[src/design/assert_macros.svh]
// assertion macros used by the float unit top level
`ifndef ASSERT_MACROS_SVH
`define ASSERT_MACROS_SVH

`ifndef SYNTHESIS
`define EEFA_ASSERT(lbl, clk, rstn, prop) \
  lbl: assert property (@(posedge clk) disable iff (!rstn) prop) \
    else $error("assertion failed");
`define EEFA_NEVER(lbl, clk, rstn, expr) \
  `EEFA_ASSERT(lbl, clk, rstn, !(expr))
`else
`define EEFA_ASSERT(lbl, clk, rstn, prop)
`define EEFA_NEVER(lbl, clk, rstn, expr)
`endif

`endif

[src/design/eefa_pkg.sv]
// types and codes for the extended exponent float unit
package eefa_pkg;

  typedef enum logic [1:0] {
    CMD_ADD = 2'd0,
    CMD_SUB = 2'd1,
    CMD_MUL = 2'd2,
    CMD_DIV = 2'd3
  } cmd_e;

  typedef enum logic [3:0] {
    ST_IDLE,
    ST_NORM,
    ST_SETUP,
    ST_LOAD,
    ST_ALIGN,
    ST_CMP,
    ST_SUB,
    ST_ADD,
    ST_MUL,
    ST_DIV,
    ST_NORMR,
    ST_ROUND
  } state_e;

  typedef enum logic [1:0] {
    SEL_ACC_Y,
    SEL_MUL,
    SEL_DIV
  } alu_sel_e;

  typedef struct packed {
    alu_sel_e sel;
    logic     inv;
    logic     cin;
  } alu_ctrl_t;

endpackage

[src/design/eefa_alu.sv]
// shared mantissa adder with operand selection for add, multiply and divide steps
module eefa_alu import eefa_pkg::*; #(
  parameter int MANT_BITS = 53
) (
  input  alu_ctrl_t                 ctrl_i,
  input  logic [2*MANT_BITS+3:0]    acc_i,
  input  logic [2*MANT_BITS+3:0]    y_i,
  input  logic [MANT_BITS-1:0]      ma_i,
  input  logic [MANT_BITS-1:0]      mb_i,
  output logic [2*MANT_BITS+3:0]    sum_o,
  output logic                      carry_o
);

  localparam int FW = 2 * MANT_BITS + 4;

  logic [FW-1:0] opa;
  logic [FW-1:0] opb;
  logic [FW-1:0] opb_x;

  always_comb begin
    case (ctrl_i.sel)
      SEL_ACC_Y: begin
        opa = acc_i;
        opb = y_i;
      end
      SEL_MUL: begin
        opa = {acc_i[FW-2:0], 1'b0};
        opb = mb_i[MANT_BITS-1] ? FW'(ma_i) : '0;
      end
      SEL_DIV: begin
        opa = y_i;
        opb = FW'(mb_i);
      end
      default: begin
        opa = acc_i;
        opb = y_i;
      end
    endcase
    opb_x = ctrl_i.inv ? ~opb : opb;
  end

  assign {carry_o, sum_o} = {1'b0, opa} + {1'b0, opb_x} + (FW + 1)'(ctrl_i.cin);

endmodule

[src/design/extended_exponent_float_alu.sv]
// extended exponent float add, subtract, multiply and divide unit
//
// channel   dir  handshake                      payload
// s_axis    in   s_axis_tvalid / s_axis_tready  cmd, operands a and b
// m_axis    out  m_axis_tvalid / m_axis_tready  result, exp_overflow, div_by_zero
//
// a request passes through operand normalize shifts, setup, load, the work,
// result normalize shifts and rounding; multiply and divide work one bit per
// cycle through the shared adder, add/sub aligns, then adds or compares and
// subtracts; a zero operand skips the load and the work
// reset clears the sequencer and the output valid; no clearing pass
// a result waits in the output register and the next request is taken meanwhile;
// the rounding step holds while that register is still full
`include "assert_macros.svh"

module extended_exponent_float_alu import eefa_pkg::*; #(
  parameter int MANT_BITS = 53,
  parameter int EXP_BITS  = 32
) (
  input  logic                clk_i,
  input  logic                rst_ni,
  input  logic                s_axis_tvalid,
  output logic                s_axis_tready,
  // cmd, a_sign, a_mant, a_exp, b_sign, b_mant, b_exp, zero fill
  input  logic [((2+2*(1+MANT_BITS+EXP_BITS)+7)/8)*8-1:0] s_axis_tdata,
  output logic                m_axis_tvalid,
  input  logic                m_axis_tready,
  // r_sign, r_mant, r_exp, exp_overflow, div_by_zero, zero fill
  output logic [((MANT_BITS+EXP_BITS+3+7)/8)*8-1:0]       m_axis_tdata
);

  localparam int MB        = MANT_BITS;
  localparam int EB        = EXP_BITS;
  localparam int FW        = 2 * MB + 4;
  localparam int XW        = EB + 10;
  localparam int G         = MB + 3;
  localparam int ALIGN_MAX = 2 * MB + 3;
  localparam int CW        = $clog2(FW);
  localparam int OUT_W     = MB + EB + 3;
  localparam int OUT_TW    = ((OUT_W + 7) / 8) * 8;
  localparam int O_ASIGN   = 2;
  localparam int O_AMANT   = 3;
  localparam int O_AEXP    = 3 + MB;
  localparam int O_BSIGN   = 3 + MB + EB;
  localparam int O_BMANT   = 4 + MB + EB;
  localparam int O_BEXP    = 4 + 2 * MB + EB;

  state_e               state_q, state_d;
  cmd_e                 cmd_q, cmd_d;
  logic                 sa_q, sa_d, sb_q, sb_d, rs_q, rs_d, st_q, st_d, dz_q, dz_d;
  logic [MB-1:0]        ma_q, ma_d, mb_q, mb_d;
  logic signed [XW-1:0] ea_q, ea_d, eb_q, eb_d, e_q, e_d;
  logic [FW-1:0]        acc_q, acc_d, y_q, y_d;
  logic [CW-1:0]        cnt_q, cnt_d;

  logic                 out_valid_q, out_valid_d;
  logic                 out_sign_q, out_sign_d, out_ovf_q, out_ovf_d, out_dz_q, out_dz_d;
  logic [MB-1:0]        out_mant_q, out_mant_d;
  logic [EB-1:0]        out_exp_q, out_exp_d;

  alu_ctrl_t            alu_ctrl;
  logic [FW-1:0]        alu_sum;
  logic                 alu_carry;

  logic                 in_fire;
  logic signed [XW-1:0] diff;
  logic [MB-1:0]        rnd_m;
  logic                 rnd_rb, rnd_stk, rnd_inc;
  logic [MB:0]          rnd_sum;
  logic signed [XW-1:0] rnd_e;
  logic [XW-EB:0]       rnd_hi;

  eefa_alu #(.MANT_BITS(MB)) u_alu (
    .ctrl_i  (alu_ctrl),
    .acc_i   (acc_q),
    .y_i     (y_q),
    .ma_i    (ma_q),
    .mb_i    (mb_q),
    .sum_o   (alu_sum),
    .carry_o (alu_carry)
  );

  assign s_axis_tready = (state_q == ST_IDLE);
  assign in_fire       = s_axis_tvalid && s_axis_tready;
  assign m_axis_tvalid = out_valid_q;
  assign m_axis_tdata  = OUT_TW'({out_dz_q, out_ovf_q, out_exp_q, out_mant_q, out_sign_q});

  // rounding of the normalized accumulator
  always_comb begin
    diff    = ea_q - eb_q;
    rnd_m   = acc_q[FW-1 -: MB];
    rnd_rb  = acc_q[FW-1-MB];
    rnd_stk = (|acc_q[FW-2-MB:0]) | st_q;
    rnd_inc = rnd_rb & (rnd_stk | rnd_m[0]);
    rnd_sum = {1'b0, rnd_m} + (MB + 1)'(rnd_inc);
    rnd_e   = e_q + XW'(rnd_sum[MB]);
    rnd_hi  = rnd_e[XW-1:EB-1];
  end

  always_comb begin
    state_d     = state_q;
    cmd_d       = cmd_q;
    sa_d        = sa_q;
    sb_d        = sb_q;
    rs_d        = rs_q;
    st_d        = st_q;
    dz_d        = dz_q;
    ma_d        = ma_q;
    mb_d        = mb_q;
    ea_d        = ea_q;
    eb_d        = eb_q;
    e_d         = e_q;
    acc_d       = acc_q;
    y_d         = y_q;
    cnt_d       = cnt_q;
    out_valid_d = out_valid_q && !m_axis_tready;
    out_sign_d  = out_sign_q;
    out_mant_d  = out_mant_q;
    out_exp_d   = out_exp_q;
    out_ovf_d   = out_ovf_q;
    out_dz_d    = out_dz_q;
    alu_ctrl    = '{sel: SEL_ACC_Y, inv: 1'b0, cin: 1'b0};

    unique case (state_q)
      ST_IDLE: begin
        if (in_fire) begin
          cmd_d   = cmd_e'(s_axis_tdata[1:0]);
          sa_d    = s_axis_tdata[O_ASIGN];
          sb_d    = s_axis_tdata[O_BSIGN] ^ (s_axis_tdata[1:0] == CMD_SUB);
          ma_d    = s_axis_tdata[O_AMANT +: MB];
          mb_d    = s_axis_tdata[O_BMANT +: MB];
          ea_d    = XW'($signed(s_axis_tdata[O_AEXP +: EB]));
          eb_d    = XW'($signed(s_axis_tdata[O_BEXP +: EB]));
          rs_d    = 1'b0;
          st_d    = 1'b0;
          dz_d    = 1'b0;
          state_d = ST_NORM;
        end
      end
      ST_NORM: begin
        if (ma_q != '0 && !ma_q[MB-1]) begin
          ma_d = ma_q << 1;
          ea_d = ea_q - XW'(1);
        end else if (mb_q != '0 && !mb_q[MB-1]) begin
          mb_d = mb_q << 1;
          eb_d = eb_q - XW'(1);
        end else begin
          state_d = ST_SETUP;
        end
      end
      ST_SETUP: begin
        state_d = ST_LOAD;
        case (cmd_q)
          CMD_ADD, CMD_SUB: begin
            if (ma_q == '0) begin
              acc_d   = {mb_q, (FW - MB)'(0)};
              e_d     = eb_q;
              rs_d    = sb_q;
              state_d = ST_NORMR;
            end else if (mb_q == '0) begin
              acc_d   = {ma_q, (FW - MB)'(0)};
              e_d     = ea_q;
              rs_d    = sa_q;
              state_d = ST_NORMR;
            end else if (ea_q < eb_q) begin
              ma_d = mb_q;
              mb_d = ma_q;
              ea_d = eb_q;
              eb_d = ea_q;
              sa_d = sb_q;
              sb_d = sa_q;
            end
          end
          CMD_MUL: begin
            if (ma_q == '0 || mb_q == '0) begin
              acc_d   = '0;
              state_d = ST_NORMR;
            end
          end
          default: begin
            if (ma_q == '0) begin
              acc_d   = '0;
              state_d = ST_NORMR;
            end else if (mb_q == '0) begin
              acc_d   = '0;
              dz_d    = 1'b1;
              state_d = ST_NORMR;
            end
          end
        endcase
      end
      ST_LOAD: begin
        case (cmd_q)
          CMD_ADD, CMD_SUB: begin
            acc_d   = {1'b0, ma_q, G'(0)};
            y_d     = {1'b0, mb_q, G'(0)};
            cnt_d   = (diff >= $signed(XW'(ALIGN_MAX))) ? CW'(ALIGN_MAX) : diff[CW-1:0];
            e_d     = ea_q + XW'(1);
            state_d = ST_ALIGN;
          end
          CMD_MUL: begin
            acc_d   = '0;
            cnt_d   = CW'(MB);
            e_d     = ea_q + eb_q + XW'(4);
            rs_d    = sa_q ^ sb_q;
            state_d = ST_MUL;
          end
          default: begin
            acc_d   = '0;
            y_d     = FW'(ma_q);
            cnt_d   = CW'(MB + 3);
            e_d     = diff + XW'(MB + 2);
            rs_d    = sa_q ^ sb_q;
            state_d = ST_DIV;
          end
        endcase
      end
      ST_ALIGN: begin
        if (cnt_q != '0) begin
          st_d  = st_q | y_q[0];
          y_d   = y_q >> 1;
          cnt_d = cnt_q - CW'(1);
        end else begin
          state_d = (sa_q == sb_q) ? ST_ADD : ST_CMP;
        end
      end
      ST_CMP: begin
        alu_ctrl = '{sel: SEL_ACC_Y, inv: 1'b1, cin: 1'b1};
        if (!alu_carry) begin
          acc_d = y_q;
          y_d   = acc_q;
          rs_d  = sb_q;
        end else begin
          rs_d  = sa_q;
        end
        state_d = ST_SUB;
      end
      ST_SUB: begin
        alu_ctrl = '{sel: SEL_ACC_Y, inv: 1'b1, cin: !st_q};
        acc_d    = alu_sum;
        state_d  = ST_NORMR;
      end
      ST_ADD: begin
        alu_ctrl = '{sel: SEL_ACC_Y, inv: 1'b0, cin: 1'b0};
        acc_d    = alu_sum;
        rs_d     = sa_q;
        state_d  = ST_NORMR;
      end
      ST_MUL: begin
        alu_ctrl = '{sel: SEL_MUL, inv: 1'b0, cin: 1'b0};
        if (cnt_q != '0) begin
          acc_d = alu_sum;
          mb_d  = mb_q << 1;
          cnt_d = cnt_q - CW'(1);
        end else begin
          state_d = ST_NORMR;
        end
      end
      ST_DIV: begin
        alu_ctrl = '{sel: SEL_DIV, inv: 1'b1, cin: 1'b1};
        if (cnt_q != '0) begin
          y_d   = (alu_carry ? alu_sum : y_q) << 1;
          acc_d = {acc_q[FW-2:0], alu_carry};
          cnt_d = cnt_q - CW'(1);
        end else begin
          st_d    = |y_q;
          state_d = ST_NORMR;
        end
      end
      ST_NORMR: begin
        if (acc_q != '0 && !acc_q[FW-1]) begin
          acc_d = acc_q << 1;
          e_d   = e_q - XW'(1);
        end else begin
          state_d = ST_ROUND;
        end
      end
      ST_ROUND: begin
        if (!out_valid_q || m_axis_tready) begin
          out_valid_d = 1'b1;
          out_dz_d    = dz_q;
          if (acc_q == '0) begin
            out_sign_d = 1'b0;
            out_mant_d = '0;
            out_exp_d  = '0;
            out_ovf_d  = 1'b0;
          end else begin
            out_sign_d = rs_q;
            out_mant_d = rnd_sum[MB] ? {1'b1, (MB - 1)'(0)} : rnd_sum[MB-1:0];
            out_exp_d  = rnd_e[EB-1:0];
            out_ovf_d  = !((&rnd_hi) || !(|rnd_hi));
          end
          state_d = ST_IDLE;
        end
      end
      default: state_d = ST_IDLE;
    endcase
  end

  always_ff @(posedge clk_i or negedge rst_ni) begin
    if (!rst_ni) begin
      state_q     <= ST_IDLE;
      cnt_q       <= '0;
      out_valid_q <= 1'b0;
    end else begin
      state_q     <= state_d;
      cnt_q       <= cnt_d;
      out_valid_q <= out_valid_d;
    end
  end

  always_ff @(posedge clk_i) begin
    cmd_q      <= cmd_d;
    sa_q       <= sa_d;
    sb_q       <= sb_d;
    rs_q       <= rs_d;
    st_q       <= st_d;
    dz_q       <= dz_d;
    ma_q       <= ma_d;
    mb_q       <= mb_d;
    ea_q       <= ea_d;
    eb_q       <= eb_d;
    e_q        <= e_d;
    acc_q      <= acc_d;
    y_q        <= y_d;
    out_sign_q <= out_sign_d;
    out_mant_q <= out_mant_d;
    out_exp_q  <= out_exp_d;
    out_ovf_q  <= out_ovf_d;
    out_dz_q   <= out_dz_d;
  end

  `EEFA_ASSERT(a_round_norm, clk_i, rst_ni, (state_q == ST_ROUND && acc_q != '0) |-> acc_q[FW-1])
  `EEFA_ASSERT(a_out_norm, clk_i, rst_ni, (out_valid_q && out_mant_q != '0) |-> out_mant_q[MB-1])
  `EEFA_ASSERT(a_dz_zero, clk_i, rst_ni, (out_valid_q && out_dz_q) |-> (out_mant_q == '0 && !out_ovf_q))
  `EEFA_ASSERT(a_start, clk_i, rst_ni, in_fire |=> (state_q == ST_NORM))
  `EEFA_NEVER(a_cnt_range, clk_i, rst_ni, cnt_q > CW'(ALIGN_MAX))

endmodule

[config.mk]
export PLATFORM = sky130hd
export DESIGN_NAME = extended_exponent_float_alu
export DESIGN_NICKNAME = d
export VERILOG_FILES = /design/src/design/eefa_pkg.sv /design/src/design/eefa_alu.sv /design/src/design/extended_exponent_float_alu.sv
export VERILOG_INCLUDE_DIRS = /design/src /design/src/design
export SDC_FILE = /design/constraint.sdc
export NUM_CORES = 2
export LEC_CHECK = 0
export ABC_AREA = 1
export BUFFER_PORTS_ARGS = -buffer_cell sky130_fd_sc_hd__buf_2
export CAP_MARGIN = 20
export CORE_ASPECT_RATIO = 0.8
export CORE_MARGIN = 2
export CORE_UTILIZATION = 25
export DETAILED_ROUTE_END_ITERATION = 8
export GPL_TIMING_DRIVEN = 0
export SYNTH_ARGS = -nofsm -noshare
export SYNTH_HDL_FRONTEND = slang
export SYNTH_SLANG_ARGS = --single-unit
[constraint.sdc]
create_clock -name clk_i -period 20.3 [get_ports clk_i]
set_input_delay 4.06 -clock clk_i [delete_from_list [all_inputs] [get_ports clk_i]]
set_output_delay 4.06 -clock clk_i [all_outputs]
set_load 0.01 [all_outputs]
==> results list <==
- The pre-antenna-repair detailed-routing pass consisted of 8 iterations.
* Port bufs: around 270
- The worst register-to-register path begins at state_q[3]$_DFFE_PN0P_.
- Setup repair after global routing missed its margin: false
- Fill cells in the final layout number 25900.
* Overall fraction of global-route tracks in use: 34.0%
- Cell area after technology mapping: 57400 µm²
- In this run, post-CTS repair resized a total of 0 instances.
- Counting cells, the worst reg-to-reg path comes to 37.
* Multi-input combinational cell area: 34300 µm²
- Via-per-instance ratio: 5.93
* Effective utilization at floorplan: 25.1%
- The H-tree was split into 3 levels.
- Largest cells by area after synthesis: edfxtp_1 (29%), nand2_1 (11%), inv_1 (8.6%), nor2_1 (5.8%), ha_1 (5.3%)
- The most numerous cell type found on the critical path is clkbuf_1.
* Clock-pin slew on the worst setup and hold paths: about 0.060 ns
* Antenna-violating nets left: 0
- # clock sinks: 559
* Type of destination of the critical path: register
- Maximum fanout along the worst path: 10
- Data required time at the worst endpoint: slightly above 20 ns
- Yosys printed 0 warnings.
* Post-synthesis async set-or-reset flop share: under 10%
- Final Slew Violations: 0
- Worst slew margin relative to its limit: 3.59%
- Root Buffer: clkbuf_16
* Count of flip-flops with a built-in enable after synthesis: 547
* Net count, final: 9416
- Summed over all layers, the global routing overflow is 0.
- The number of buffers and inverters on the critical path is 21.
* Post-CTS Setup Bufs: 0
- At the pin with the least slew margin, the transition time is 1.43 ns.
- Vias after detailed routing: just over 70000
- The initial antenna violation count is 56.
* Startpoint type of the worst setup path: register
- The number of different library cells used by synthesis comes to 68.
* Floorplan row count: 157
- Clock tree from TritonCTS: built
- Entering global routing, the biggest net connects 74 pins.
- Number of maximum-capacitance constraint violations: 0
- The number of global-route vias before repair was 63600.
* Run status: finished clean
- Share of final-layout standard cells stronger than drive strength 1: 7.63%
* Class of the worst hold path: reg2reg
- Final period util: 66.1%
- The cell count after synthesis came out at 8520.
- No sink is reached through more buffers than the 3 on the longest clock path.
- After synthesis, flip-flops and latches occupy 29.1% of the total area.
- Cell type contributing the most total cell area after synthesis: edfxtp_1
- From synthesis to final layout, the design area changed by 15.9%.
- Pin placement for this block handled 270 I/O pins.
- For this run, the share of the core covered by cells in the final layout is 29.1%.
* Die Area: 234000 µm²
- On the final layout, the worst hold slack is 0.512 ns.
* Slowest cell delay on critical path: 0.94 ns
- For the final database, setup skew stands at 0.0673 ns.
- Worst setup slack after placement: approximately 7.8 ns
* Horizontal die dimension: 540 µm
- After detailed routing, the average wire length per cell comes to about 34 µm.
- For this run, the leading register cell type out of synthesis is edfxtp_1.
- Iter 0 DRT Violations: 14500
* Reg-to-reg slack, setup: just under 7 ns
- Final Wtd Congestion: 1.17
* Final WL: between 400 and 500 mm
- Y dimension of the die: 433 µm
- Detailed placement ended at an HPWL of 349 mm.
- Broken down by cell family, the worst path's largest delay share belongs to buffers and inverters.
- Per-instance average area after synthesis: a little under 7 µm²
* Inserted Clock Buffers: 73
- Number of nets produced by synthesis: 8948
- Area fraction of the dominant cell type after synthesis: 28.6%
- Area of all sequential standard cells: between 15000 and 20000 µm²
- Data arrives at the worst endpoint at about 14 ns.
- The worst path in the final design needs a cycle of about 13 ns, including I/O delays and setup.
- The first global-routing pass estimated 546 mm of wire.
* Hold Path Sink: cnt_q[6]$_DFFE_PN0P_
- Summed over all failing endpoints, the final setup total negative slack is 0 ns.
* Peak clock frequency supported by timing: 0.0745 GHz
* Most instantiated cells after synthesis: nand2_1 (1719), inv_1 (1310), nor2_1 (882)
- After detailed routing, the number of remaining DRC violations is 0.
- The number of endpoints with negative hold slack in the final report came to 0.
- Startpoint of the most critical hold path: cnt_q[6]$_DFFE_PN0P_
- Setup Viol. Count Final: 0
- Placeable Area: roughly 230000 µm²
- By instance count, the leading cell after synthesis is nand2_1.
- The endpoint identified for the worst register-to-register timing path is y_q[25]$_DFFE_PP_.
- Highest-delay cell along the critical path: clkbuf_1
- The worst hold path passes through 2 cells.
* Critical setup path kind: reg2reg
- The later pin in the worst-skew pair is clocked with a latency of about 0.76 ns.
- Post-layout worst setup margin: 6.88 ns
- Synthesis inferred 559 register bits.
- For this design, the CTS-stage hold fixing added 0 buffers.
[metal layers]
layer,vias to the layer above,share of wire (%),GRT usage (%)
met3,883,19,20.1
li1,30200,-,-
met5,-,0.24,1.71
met4,56,4.5,12.2
met2,6014,34,41.2
met1,34400,42,47.5
[cells by family (layout without fill, tap and decap cells)]
kind of cell	count (synthesis)	after routing	share of synthesized area [%]
AND/OR/NAND/NOR	3708	3708	28.1
AO/OA/AOI/OAI	2015	2015	21.5
buffers and inverters	1695	2221	11.2
flip-flops	559	559	29.1
XOR/XNOR	294	294	4.53
adder cells (fa/ha/maj)	248	248	5.46
multiplexers	1	1	0.0196
other	0	17	0
[placed cells by master, fill, tap and decap left out, types with 30 or more instances in the layout]
cell type | netlist | routed
a21o_1 | 33 | 33
a21oi_1 | 549 | 549
a31oi_1 | 47 | 47
buf_1 | 31 | 30
buf_2 | 30 | 303
buf_4 | 13 | 62
buf_8 | 0 | 33
clkbuf_1 | 273 | 277
clkbuf_16 | 0 | 76
clkinv_1 | 12 | 32
edfxtp_1 | 547 | 547
ha_1 | 244 | 244
inv_1 | 1310 | 1308
nand2_1 | 1719 | 1719
nand3_1 | 506 | 506
nand3b_1 | 65 | 65
nand4_1 | 160 | 160
nor2_1 | 882 | 881
nor3_1 | 156 | 154
nor4_1 | 93 | 91
o211ai_1 | 182 | 182
o21ai_0 | 598 | 596
o221ai_1 | 280 | 280
o22ai_1 | 189 | 189
xnor2_1 | 153 | 153
xor2_1 | 139 | 139
[stage by stage]
stage / cells / area [µm²]
after floorplan: 8520 / 57400
after global placement: 11800 / 62500
after detailed placement: 11900 / 63700
after CTS: 12000 / 66200
after global routing: 12100 / 66500
final: 12100 / 66500
[area by class of cell]
class	count	share of cell area (%)
clock inverters	51	0.935
diodes	17	0.0639
multi-input cells	6266	51.5
well taps	3021	5.68
plain buffers	349	2.11
repair buffers	393	4.10
clock buffers	82	2.86
flip-flops and latches	559	25.1
inverters	1346	7.60
[flip-flops by register name, indices dropped and copies added, names as in the netlist, 42 cells and up]
register    cells
acc_q         110
e_q            42
ea_q           42
eb_q           42
ma_q           53
mb_q           53
out_mant_q     53
y_q           110
[how the worst max path moves through the flow]
| stage | start | endpoint | depth (start not counted) |
|---|---|---|---|
| final | state_q[3]$_DFFE_PN0P_ | y_q[25]$_DFFE_PP_ | 37 |
| after global routing | state_q[3]$_DFFE_PN0P_ | y_q[25]$_DFFE_PP_ | 37 |
| after CTS | state_q[3]$_DFFE_PN0P_ | y_q[25]$_DFFE_PP_ | 37 |
| after detailed placement | state_q[3]$_DFFE_PN0P_ | y_q[24]$_DFFE_PP_ | 37 |
| after global placement | state_q[3]$_DFFE_PN0P_ | y_q[104]$_DFFE_PP_ | 32 |
| after floorplan | state_q[3]$_DFFE_PN0P_ | y_q[0]$_DFFE_PP_ | 32 |
[worst register-to-register path, delay by kind of cell (launching register included)]
| kind | cells | cell delay, ns |
|---|---|---|
| simple gates | 7 | 2.10 |
| flops | 1 | 0.40 |
| fa+ha+maj | 2 | 0.77 |
| compound gates | 7 | 1.92 |
| buf+inv | 21 | 7.90 |
Power is not shown: default switching activity piles up to over one toggle a cycle in this logic, so the estimate is an artifact.
